===== config.mk =====
export PLATFORM = sky130hd
export DESIGN_NAME = prefix_coded_instruction_field_decoder
export DESIGN_NICKNAME = d
export VERILOG_FILES = /design/src/design/pcifd_pkg.sv /design/src/design/pcifd_in_stage.sv /design/src/design/pcifd_decode.sv /design/src/design/pcifd_out_stage.sv /design/src/design/prefix_coded_instruction_field_decoder.sv
export SDC_FILE = /design/constraint.sdc
export NUM_CORES = 1
export LEC_CHECK = 0
export BUFFER_PORTS_ARGS = -buffer_cell sky130_fd_sc_hd__buf_2
export CORE_AREA = 2 2 82 163
export CTS_CLUSTER_SIZE = 25
export DETAILED_ROUTE_END_ITERATION = 8
export DIE_AREA = 0 0 84 165
export GPL_TIMING_DRIVEN = 0
export PLACE_DENSITY = 0.88
export SYNTH_ARGS = -nofsm -noshare
export SYNTH_HDL_FRONTEND = slang
export SYNTH_SLANG_ARGS = --single-unit
export TNS_END_PERCENT = 20

===== constraint.sdc =====
create_clock -name clk -period 7.43 [get_ports clk]
set_input_delay 1.486 -clock clk [delete_from_list [all_inputs] [get_ports clk]]
set_output_delay 1.486 -clock clk [all_outputs]
set_load 0.1 [all_outputs]

===== src/design/pcifd_pkg.sv =====
// Shared types, field-kind codes and opcode prefix-table functions for the field decoder.
package pcifd_pkg;

  // Opcode prefix table geometry
  localparam int OPCODE_BITS = 8;
  localparam int INSTR_COUNT = 39;
  localparam int CODE_W      = 8;                    // full table index width
  localparam int OP_PAD      = CODE_W - OPCODE_BITS; // zero bits padded on the right
  localparam int TABLE_IDS   = 39;                   // ids the default table defines
  localparam int ID_W        = 6;

  // Stream window
  localparam int HEAD_W  = 3;
  localparam int TAIL_W  = 64;
  localparam int WIN_W   = HEAD_W + TAIL_W;
  localparam int VALUE_W = 64;
  localparam int CNT_W   = 7;

  typedef enum logic [3:0] {
    OP_OPCODE  = 4'd0,
    OP_REG     = 4'd1,
    OP_DIR     = 4'd2,
    OP_COND    = 4'd3,
    OP_ADDR    = 4'd4,
    OP_UCONST  = 4'd5,
    OP_SCONST  = 4'd6,
    OP_SHIFT   = 4'd7,
    OP_SIZE    = 4'd8,
    OP_POINTER = 4'd9,
    OP_PFORMAT = 4'd10
  } field_op_t;

  typedef struct packed {
    logic [3:0]        operation;
    logic [HEAD_W-1:0] head_bits;
    logic [TAIL_W-1:0] tail_bits;
  } in_item_t;

  typedef struct packed {
    logic [VALUE_W-1:0] value;
    logic [CNT_W-1:0]   consumed_bits;
    logic [CNT_W-1:0]   operand_size;
  } res_item_t;

  // Default prefix table: 8-bit code -> instruction id
  function automatic logic [ID_W-1:0] table_id(input logic [CODE_W-1:0] c);
    logic [CODE_W-1:0] t;
    t = '0;
    if (c < 8'd144) begin
      t = c >> 4;
    end else if (c < 8'd160) begin
      t = 8'd9 + ((c - 8'd144) >> 3);
    end else if (c < 8'd192) begin
      t = 8'd11 + ((c - 8'd160) >> 4);
    end else if (c < 8'd224) begin
      t = 8'd13 + ((c - 8'd192) >> 2);
    end else if (c < 8'd252) begin
      t = 8'd21 + ((c - 8'd224) >> 1);
    end else begin
      t = 8'd35 + (c - 8'd252);
    end
    return t[ID_W-1:0];
  endfunction

  // Code length of each instruction id in the default table
  function automatic logic [CNT_W-1:0] code_len(input logic [ID_W-1:0] id);
    logic [CNT_W-1:0] l;
    l = 7'd8;
    if (id <= 6'd8) begin
      l = 7'd4;
    end else if (id <= 6'd10) begin
      l = 7'd5;
    end else if (id <= 6'd12) begin
      l = 7'd4;
    end else if (id <= 6'd20) begin
      l = 7'd6;
    end else if (id <= 6'd34) begin
      l = 7'd7;
    end
    return l;
  endfunction

endpackage


===== src/design/pcifd_in_stage.sv =====
// Input register stage: captures one beat and holds it until the decode side takes it.
module pcifd_in_stage
  import pcifd_pkg::*;
(
  input  logic     clk,
  input  logic     rst_n,
  input  logic     s_valid,
  output logic     s_ready,
  input  in_item_t s_item,
  output logic     m_valid,
  input  logic     m_ready,
  output in_item_t m_item
);

  logic     valid_r, valid_nxt;
  in_item_t item_r;

  assign s_ready   = !valid_r || m_ready;
  assign valid_nxt = s_ready ? s_valid : valid_r;

  always_ff @(posedge clk) begin
    if (!rst_n) begin
      valid_r <= 1'b0;
    end else begin
      valid_r <= valid_nxt;
    end
  end

  always_ff @(posedge clk) begin
    if (s_ready && s_valid) begin
      item_r <= s_item;
    end
  end

  assign m_valid = valid_r;
  assign m_item  = item_r;

endmodule


===== src/design/pcifd_decode.sv =====
// Combinational field decode of one registered stream window.
module pcifd_decode
  import pcifd_pkg::*;
(
  input  in_item_t  item,
  output res_item_t res
);

  logic [WIN_W-1:0]  win;      // stream bit k sits at win[WIN_W-1-k]
  logic [2:0]        h;
  logic [CODE_W-1:0] code;
  logic [ID_W-1:0]   id;
  logic [6:0]        shf;

  assign win  = {item.head_bits, item.tail_bits};
  assign h    = item.head_bits;
  assign code = CODE_W'(win[WIN_W-1 -: OPCODE_BITS]) << OP_PAD;
  assign id   = table_id(code);
  assign shf  = win[WIN_W-1 -: 7];

  always_comb begin
    res = '0;
    unique case (item.operation)
      OP_OPCODE: begin
        res.value = VALUE_W'(id);
        if ((int'(id) < INSTR_COUNT) && (int'(id) < TABLE_IDS)) begin
          res.consumed_bits = code_len(id);
        end else begin
          res.consumed_bits = CNT_W'(OPCODE_BITS);
        end
      end
      OP_REG, OP_COND: begin
        res.value         = VALUE_W'(h);
        res.consumed_bits = 7'd3;
      end
      OP_DIR: begin
        res.value         = VALUE_W'(h[2]);
        res.consumed_bits = 7'd1;
      end
      OP_POINTER: begin
        res.value         = VALUE_W'(h[2:1]);
        res.consumed_bits = 7'd2;
      end
      OP_PFORMAT: begin
        res.value         = VALUE_W'(win[WIN_W-1 -: 4]);
        res.consumed_bits = 7'd4;
      end
      OP_ADDR, OP_UCONST, OP_SCONST: begin
        // header 0xx / 10x / 110 / 111 picks payload width
        if (!h[2]) begin
          if (item.operation == OP_ADDR) begin
            res.operand_size = 7'd8;
            res.value = {{56{win[65]}}, win[65:58]};
          end else begin
            res.operand_size = 7'd1;
            res.value = (item.operation == OP_SCONST) ? {64{win[65]}} : VALUE_W'(win[65]);
          end
          res.consumed_bits = res.operand_size + 7'd1;
        end else if (!h[1]) begin
          if (item.operation == OP_ADDR) begin
            res.operand_size = 7'd16;
            res.value = {{48{win[64]}}, win[64:49]};
          end else begin
            res.operand_size = 7'd8;
            res.value = (item.operation == OP_SCONST) ? {{56{win[64]}}, win[64:57]}
                                                      : VALUE_W'(win[64:57]);
          end
          res.consumed_bits = res.operand_size + 7'd2;
        end else if (!h[0]) begin
          res.operand_size  = 7'd32;
          res.value = (item.operation == OP_UCONST) ? VALUE_W'(win[63:32])
                                                    : {{32{win[63]}}, win[63:32]};
          res.consumed_bits = 7'd35;
        end else begin
          res.operand_size  = 7'd64;
          res.value         = win[63:0];
          res.consumed_bits = 7'd67;
        end
      end
      OP_SHIFT: begin
        // leading one is the short code for a shift of one
        if (shf[6]) begin
          res.value         = 64'd1;
          res.consumed_bits = 7'd1;
        end else begin
          res.value         = VALUE_W'(shf);
          res.consumed_bits = 7'd7;
        end
      end
      OP_SIZE: begin
        if (!h[2]) begin
          res.value         = h[1] ? 64'd4 : 64'd1;
          res.consumed_bits = 7'd2;
        end else begin
          res.value         = 64'd8 << h[1:0];
          res.consumed_bits = 7'd3;
        end
      end
      default: begin
        res = '0;
      end
    endcase
  end

endmodule


===== src/design/pcifd_out_stage.sv =====
// Result register stage: holds a decoded result until the downstream side takes it.
module pcifd_out_stage
  import pcifd_pkg::*;
(
  input  logic      clk,
  input  logic      rst_n,
  input  logic      s_valid,
  output logic      s_ready,
  input  res_item_t s_item,
  output logic      m_valid,
  input  logic      m_ready,
  output res_item_t m_item
);

  logic      valid_r, valid_nxt;
  res_item_t item_r;

  assign s_ready   = !valid_r || m_ready;
  assign valid_nxt = s_ready ? s_valid : valid_r;

  always_ff @(posedge clk) begin
    if (!rst_n) begin
      valid_r <= 1'b0;
    end else begin
      valid_r <= valid_nxt;
    end
  end

  always_ff @(posedge clk) begin
    if (s_ready && s_valid) begin
      item_r <= s_item;
    end
  end

  assign m_valid = valid_r;
  assign m_item  = item_r;

endmodule


===== src/design/prefix_coded_instruction_field_decoder.sv =====
// Top level of the prefix-coded instruction field decoder.
//
// Decodes one field of a bit-addressed instruction stream per beat. The input
// beat carries the field kind in in_tuser and a 67-bit window in in_tdata
// whose earliest stream bit is head_bits[2]. The result beat gives the decoded
// value (instruction id for opcodes, sign-extended payload for address and
// signed constants), the number of stream bits the field occupies, and the
// payload width for address and constant kinds. Opcodes use the fixed default
// prefix table. Unknown kinds (11..15) return all zeros, i.e. no advance.
// Timing: one beat per cycle sustained while out_tready is held high; an
// accepted beat passes through the input register and then the result
// register before out_tvalid rises, with a single table lookup and mux
// layer between them. in_tready stays high while a result waits, as long as
// the input register is free.
module prefix_coded_instruction_field_decoder
  import pcifd_pkg::*;
(
  input  logic        clk,
  input  logic        rst_n,
  // input stream
  input  logic        in_tvalid,
  output logic        in_tready,
  input  logic [71:0] in_tdata,   // [2:0] head_bits, [66:3] tail_bits, [71:67] zero
  input  logic [3:0]  in_tuser,   // [3:0] operation
  // result stream
  output logic        out_tvalid,
  input  logic        out_tready,
  output logic [79:0] out_tdata   // [63:0] value, [70:64] consumed_bits,
                                  // [77:71] operand_size, [79:78] zero
);

  in_item_t  in_item, dec_item;
  res_item_t dec_res, out_item;
  logic      dec_valid, dec_ready;

  assign in_item.operation = in_tuser;
  assign in_item.head_bits = in_tdata[2:0];
  assign in_item.tail_bits = in_tdata[66:3];

  pcifd_in_stage u_in (
    .clk     (clk),
    .rst_n   (rst_n),
    .s_valid (in_tvalid),
    .s_ready (in_tready),
    .s_item  (in_item),
    .m_valid (dec_valid),
    .m_ready (dec_ready),
    .m_item  (dec_item)
  );

  pcifd_decode u_dec (
    .item (dec_item),
    .res  (dec_res)
  );

  pcifd_out_stage u_out (
    .clk     (clk),
    .rst_n   (rst_n),
    .s_valid (dec_valid),
    .s_ready (dec_ready),
    .s_item  (dec_res),
    .m_valid (out_tvalid),
    .m_ready (out_tready),
    .m_item  (out_item)
  );

  assign out_tdata = {2'b00, out_item.operand_size, out_item.consumed_bits, out_item.value};

endmodule

# Yosys cells after proc, flatten, opt, wreduce, memory -nomap -nowiden
# Cells that the tools add are included.
[totals]
input_bits = 80
elab_cells = 81
regBits = 151
output_inout_bits = 82
[classes]
n_mux = 30
addsub = 12
n_lt_le_gt_ge = 11
n_eq_ne = 10
n_reduce_logical = 9
n_shift = 1
[op_table]
columns = ["op", "n"]
rows = [
  ["$pmux W71 S8", 1],
  ["$mux W64", 5],
  ["$mux W78", 3],
  ["$mux W71", 1],
  ["$mux W7", 10],
  ["$shl A4 B2 Y64 const A", 1],
  ["$lt A8 B8 Y1 const B", 5],
  ["$mux W6", 5],
  ["$sub A8 B8 Y8 const B", 3],
  ["$le A6 B4 Y1 const B", 3],
  ["$eq A4 B3 Y1 const B", 4],
  ["$mux W13", 1],
  ["$eq A4 B4 Y1 const B", 3],
  ["$eq A4 B2 Y1 const B", 2],
  ["$mux W4", 2],
  ["$add A7 B1 Y7 const B", 1],
  ["$add A7 B2 Y7 const B", 1],
  ["$sub A7 B7 Y7 const B", 1],
  ["$add A4 B5 Y6 const A", 1],
  ["$add A4 B6 Y6 const A", 1],
  ["$add A5 B6 Y6 const A", 1],
  ["$add A6 B6 Y6 const A", 1],
  ["$le A6 B5 Y1 const B", 1],
  ["$le A6 B6 Y1 const B", 1],
  ["other kinds (12)", 15],
]

# Depth between registers and ports, before layout
[logic_depth]
ltp_word = 15
depth_mapped = 11
mapped_depth_nobuf = 9

# Cells and area by module
# From an unflattened synthesis, not the netlist that was laid out.
[hier_totals]
cells_unflattened = 620
area_unflattened_um2 = 7443.4
[by_module_without_submodules]
columns = ["mod", "n_inst", "seq_area_each_um2", "cells_each", "area_per_inst_um2"]
rows = [
  ["pcifd_decode", 1, 0.0, 458, 2835.2],
  ["pcifd_out_stage", 1, 2362.3, 83, 2399.8],
  ["pcifd_in_stage", 1, 2152.1, 76, 2189.6],
  ["prefix_coded_instruction_field_decoder", 1, 0.0, 3, 18.8],
]

# Worst setup path before layout
# OpenSTA, ideal clock, no wires.
[synth_path]
kind = "input -> register"
start = "input port out_tready"
end = "register u_out.item_r, in the netlist u_out.m_item[0] (enable)"
path_buffers = 0
setup_time_ps = 520
t_required_ps = 6910
setup_slack_ps = 1973
t_arrival_ps = 4938
stages = 2
cell_sequence = "nor2b_1 nor2b_1"
[synth_via]
elab_chain_cells = 2
[synth_rtl]
columns = ["item", "line", "source"]
rows = [
  ["start: declaration", "prefix_coded_instruction_field_decoder.sv:27", "input logic out_tready,"],
  ["$logic_or A1 B1 Y1", "pcifd_out_stage.sv:18", "assign s_ready = !valid_r || m_ready;"],
  ["$logic_and A1 B1 Y1", "pcifd_out_stage.sv:30", "if (s_ready && s_valid) begin"],
  ["end signal: assignment", "pcifd_out_stage.sv:31", "item_r <= s_item;"],
  ["end: declaration", "pcifd_out_stage.sv:16", "res_item_t item_r;"],
]
# No other way between the ends.
# A chain may end at the register's enable or synchronous reset.

==> reports/metrics.cfg <==
[status]
status = finished clean

[worst_hold_path]
holdCritPathClass = reg2reg
hold_depth = 1
holdPathEnd = u_out.m_valid
hp-start = u_in.m_valid

[yosys]
synth_seq_cells = 149
synth_edf_count = 147
synth.distinct_cells = 67
yosys_warnings = 0
synth_area_per_cell_um2 = 12.34
yosysTopAreaCell = edfxtp_1
synth_async_sr_flop_share_pct = 0
synth_top_area_share_pct = 60.23
synth_area_mm2 = 0.007330
yosysSeqAreaShare_pct = 60.77
synthFlopType = edfxtp_1
synthTopCellsByArea = edfxtp_1, a21oi_1, mux2i_1
netlist_instances = 594

[cells_and_area]
fillers = 877
syn_to_final_growth_pct = 21.25
multi_input_area_mm2 = 0.002586
final_layout_size_suffix_gt1_share_pct = 30.01
seqCellArea_mm2 = 0.004454
fin_nets = 873

[routing]
wl_mm = 22.57
dr_total_vias = 5955
route.detailed.drc = 0
wl_per_cell_um = 24.16
drtIter0Drc = 774
via_per_inst = 6.376
drt_pass1_iterations = 6
ant_nets = 0

[floorplan]
core_area_mm2 = 0.01255
die_w_um = 84
dieArea_mm2 = 0.01386
initial_core_util_pct = 58.38
rows = 58
die-height_um = 165
io_pins = 162

[grt]
grt_max_degree = 72
antenna_found_initial = 1
grt_pass1_wl_mm = 32.84
grt_usage_pct = 32.09
overflow = 0
grt_pass1_vias = 5924

[timing]
post-route-period-util_pct = 54.03
setup-violations-final = 0
slew_violations = 0
timing.slew.headroom_pct = 35.23
rsz0062_at_grt = false
timing.setup.tns_ps = 0
worst_pin_slew_ps = 971.5
hold_viol_final = 0
layout_min_cycle_time_ps = 4014
finClkSkew_ps = 8.530
max_freq_ghz = 0.2491

[critical_path]
reg2reg_depth = 11
cp.required_ps = 7730
r2r_start = u_in.m_item[64]
cp_max_fo = 14
crit_type = reg2reg
critPathLaunchType = register
r2r-end = u_out.m_item[10]
reg2reg_setup_slack_ps = 3420
end_kind = register
cp.arrival_ps = 4310

[placed_design]
io_buffer_count = 152
gp_congestion = 0.9487
dpl.hpwl_mm = 16.04

[pwr]
total_power_mw = 2.242
ir_drop_uv = 332.1
p_leak_nw = 3.566
powerDensity_mw_per_mm2 = 252.3

[clock_tree]
cts-root-buf = clkbuf_16
cts_tree = built
cts_resized = 0
cts_buffers = 17
clk_pin_slew_worst_paths_ps = 60
cts.repair_timing.setup_buffer_count = 0
cts_hold_buf = 0
clockBufferDepth = 2
cts_sinks = 149
cts.htree.levels = 4
worstSkewPairLatency_ps = 420

[flow_run]
maxCapViolations = 0

[power by group]
group | switching [mW] | internal (mW)
combinational | 0.333 | 0.0974
sequential | 0.0249 | 0.979
clock | 0.372 | 0.436
[flip-flops by register name, indices dropped and copies added (netlist names)]
signal / flops
u_in.m_item: 71
u_in.m_valid: 1
u_out.m_item: 76
u_out.m_valid: 1
[final cells by class]
| cell class | instances | area share (%) |
|---|---|---|
| Tap cell | 150 | 2.112 |
| Multi-Input combinational cell | 384 | 29.10 |
| Clock buffer | 18 | 4.829 |
| Buffer | 47 | 2.773 |
| Antenna cell | 1 | 0.02816 |
| Inverter | 17 | 0.7180 |
| Sequential cell | 149 | 50.12 |
| Clock inverter | 14 | 1.309 |
| Timing Repair Buffer | 154 | 9.010 |
[through the flow]
stage	util, %	hold WS (ps)	instance area, um2	cells	setup WS (ps)
global route	70.79	565.2	8887	934	3430
CTS	70.77	542.1	8885	933	3452
floorplan	-	476.8	7341	597	1973
global placement	66.03	483.1	8289	899	744.7
finish	70.79	543.6	8887	934	3416
detailed placement	66.42	518.8	8339	901	3461
[how the worst max path moves through the flow]
stage                          from               end  slack, ps
floorplan                out_tready   u_out.m_item[0]       1970
global placement         out_tready   u_out.m_item[5]        740
detailed placement  u_in.m_item[64]  u_out.m_item[10]       3460
CTS                 u_in.m_item[64]  u_out.m_item[10]       3450
global route        u_in.m_item[64]  u_out.m_item[10]       3430
finish              u_in.m_item[64]  u_out.m_item[10]       3420
[metal layers]
| metal | global-route usage (%) | part of all wire, % |
|---|---|---|
| met5 | 0 | 0 |
| met4 | 18.70 | 5.7 |
| met3 | 5.447 | 7.1 |
| met2 | 61.27 | 57 |
| met1 | 32.03 | 30 |
[cells in the final DEF (no fill, tap or decap), types with 7 or more instances in the layout]
cell type,synthesis,final
a211oi_1,7,7
a21oi_1,69,69
buf_2,11,163
buf_4,7,7
clkbuf_1,21,22
clkbuf_16,0,17
edfxtp_1,147,147
ha_1,23,23
inv_1,14,14
mux2_2,9,9
mux2i_1,32,32
nand2_1,38,38
nand3_1,15,15
nor2_1,24,24
o21ai_0,61,61
xnor2_1,9,9
[worst max-delay path, stage by stage (launching register included)]
cell,delay [ps]
edfxtp_1,510
buf_6,200
clkinv_1,240
clkbuf_1,690
ha_1,430
nand2_1,100
mux2i_1,60
a2111oi_1,740
a221oi_2,180
nand2b_1,220
a21oi_1,350
or2_1,160
[synth_stat cells (4+ instances only)]
library cell and instances:
edfxtp_1 147, a21oi_1 69, o21ai_0 61, nand2_1 38
mux2i_1 32, nor2_1 24, ha_1 23, clkbuf_1 21
nand3_1 15, inv_1 14, buf_2 11, mux2_2 9
xnor2_1 9, a211oi_1 7, buf_4 7, a31oi_1 6
nor2b_1 6, nor3_1 6, o211ai_1 6, a221oi_1 5
and2_1 5, o22ai_1 5, and3_1 4, buf_1 4
buf_6 4, xor2_1 4
[cells by family (layout without fill, tap and decap cells)]
kind of cell / after synthesis / in the layout / synth area share (%)
multiplexers: 41 / 41 / 5.753
buffers and inverters: 64 / 250 / 4.233
AO/OA/AOI/OAI: 191 / 191 / 16.25
XOR/XNOR: 15 / 15 / 1.997
flip-flops: 149 / 149 / 60.77
adder cells (fa/ha/maj): 23 / 23 / 3.926
other: 1 / 5 / 0.05116
AND/OR/NAND/NOR: 110 / 110 / 7.016
Note: power is estimated with default switching activity, not from simulation.
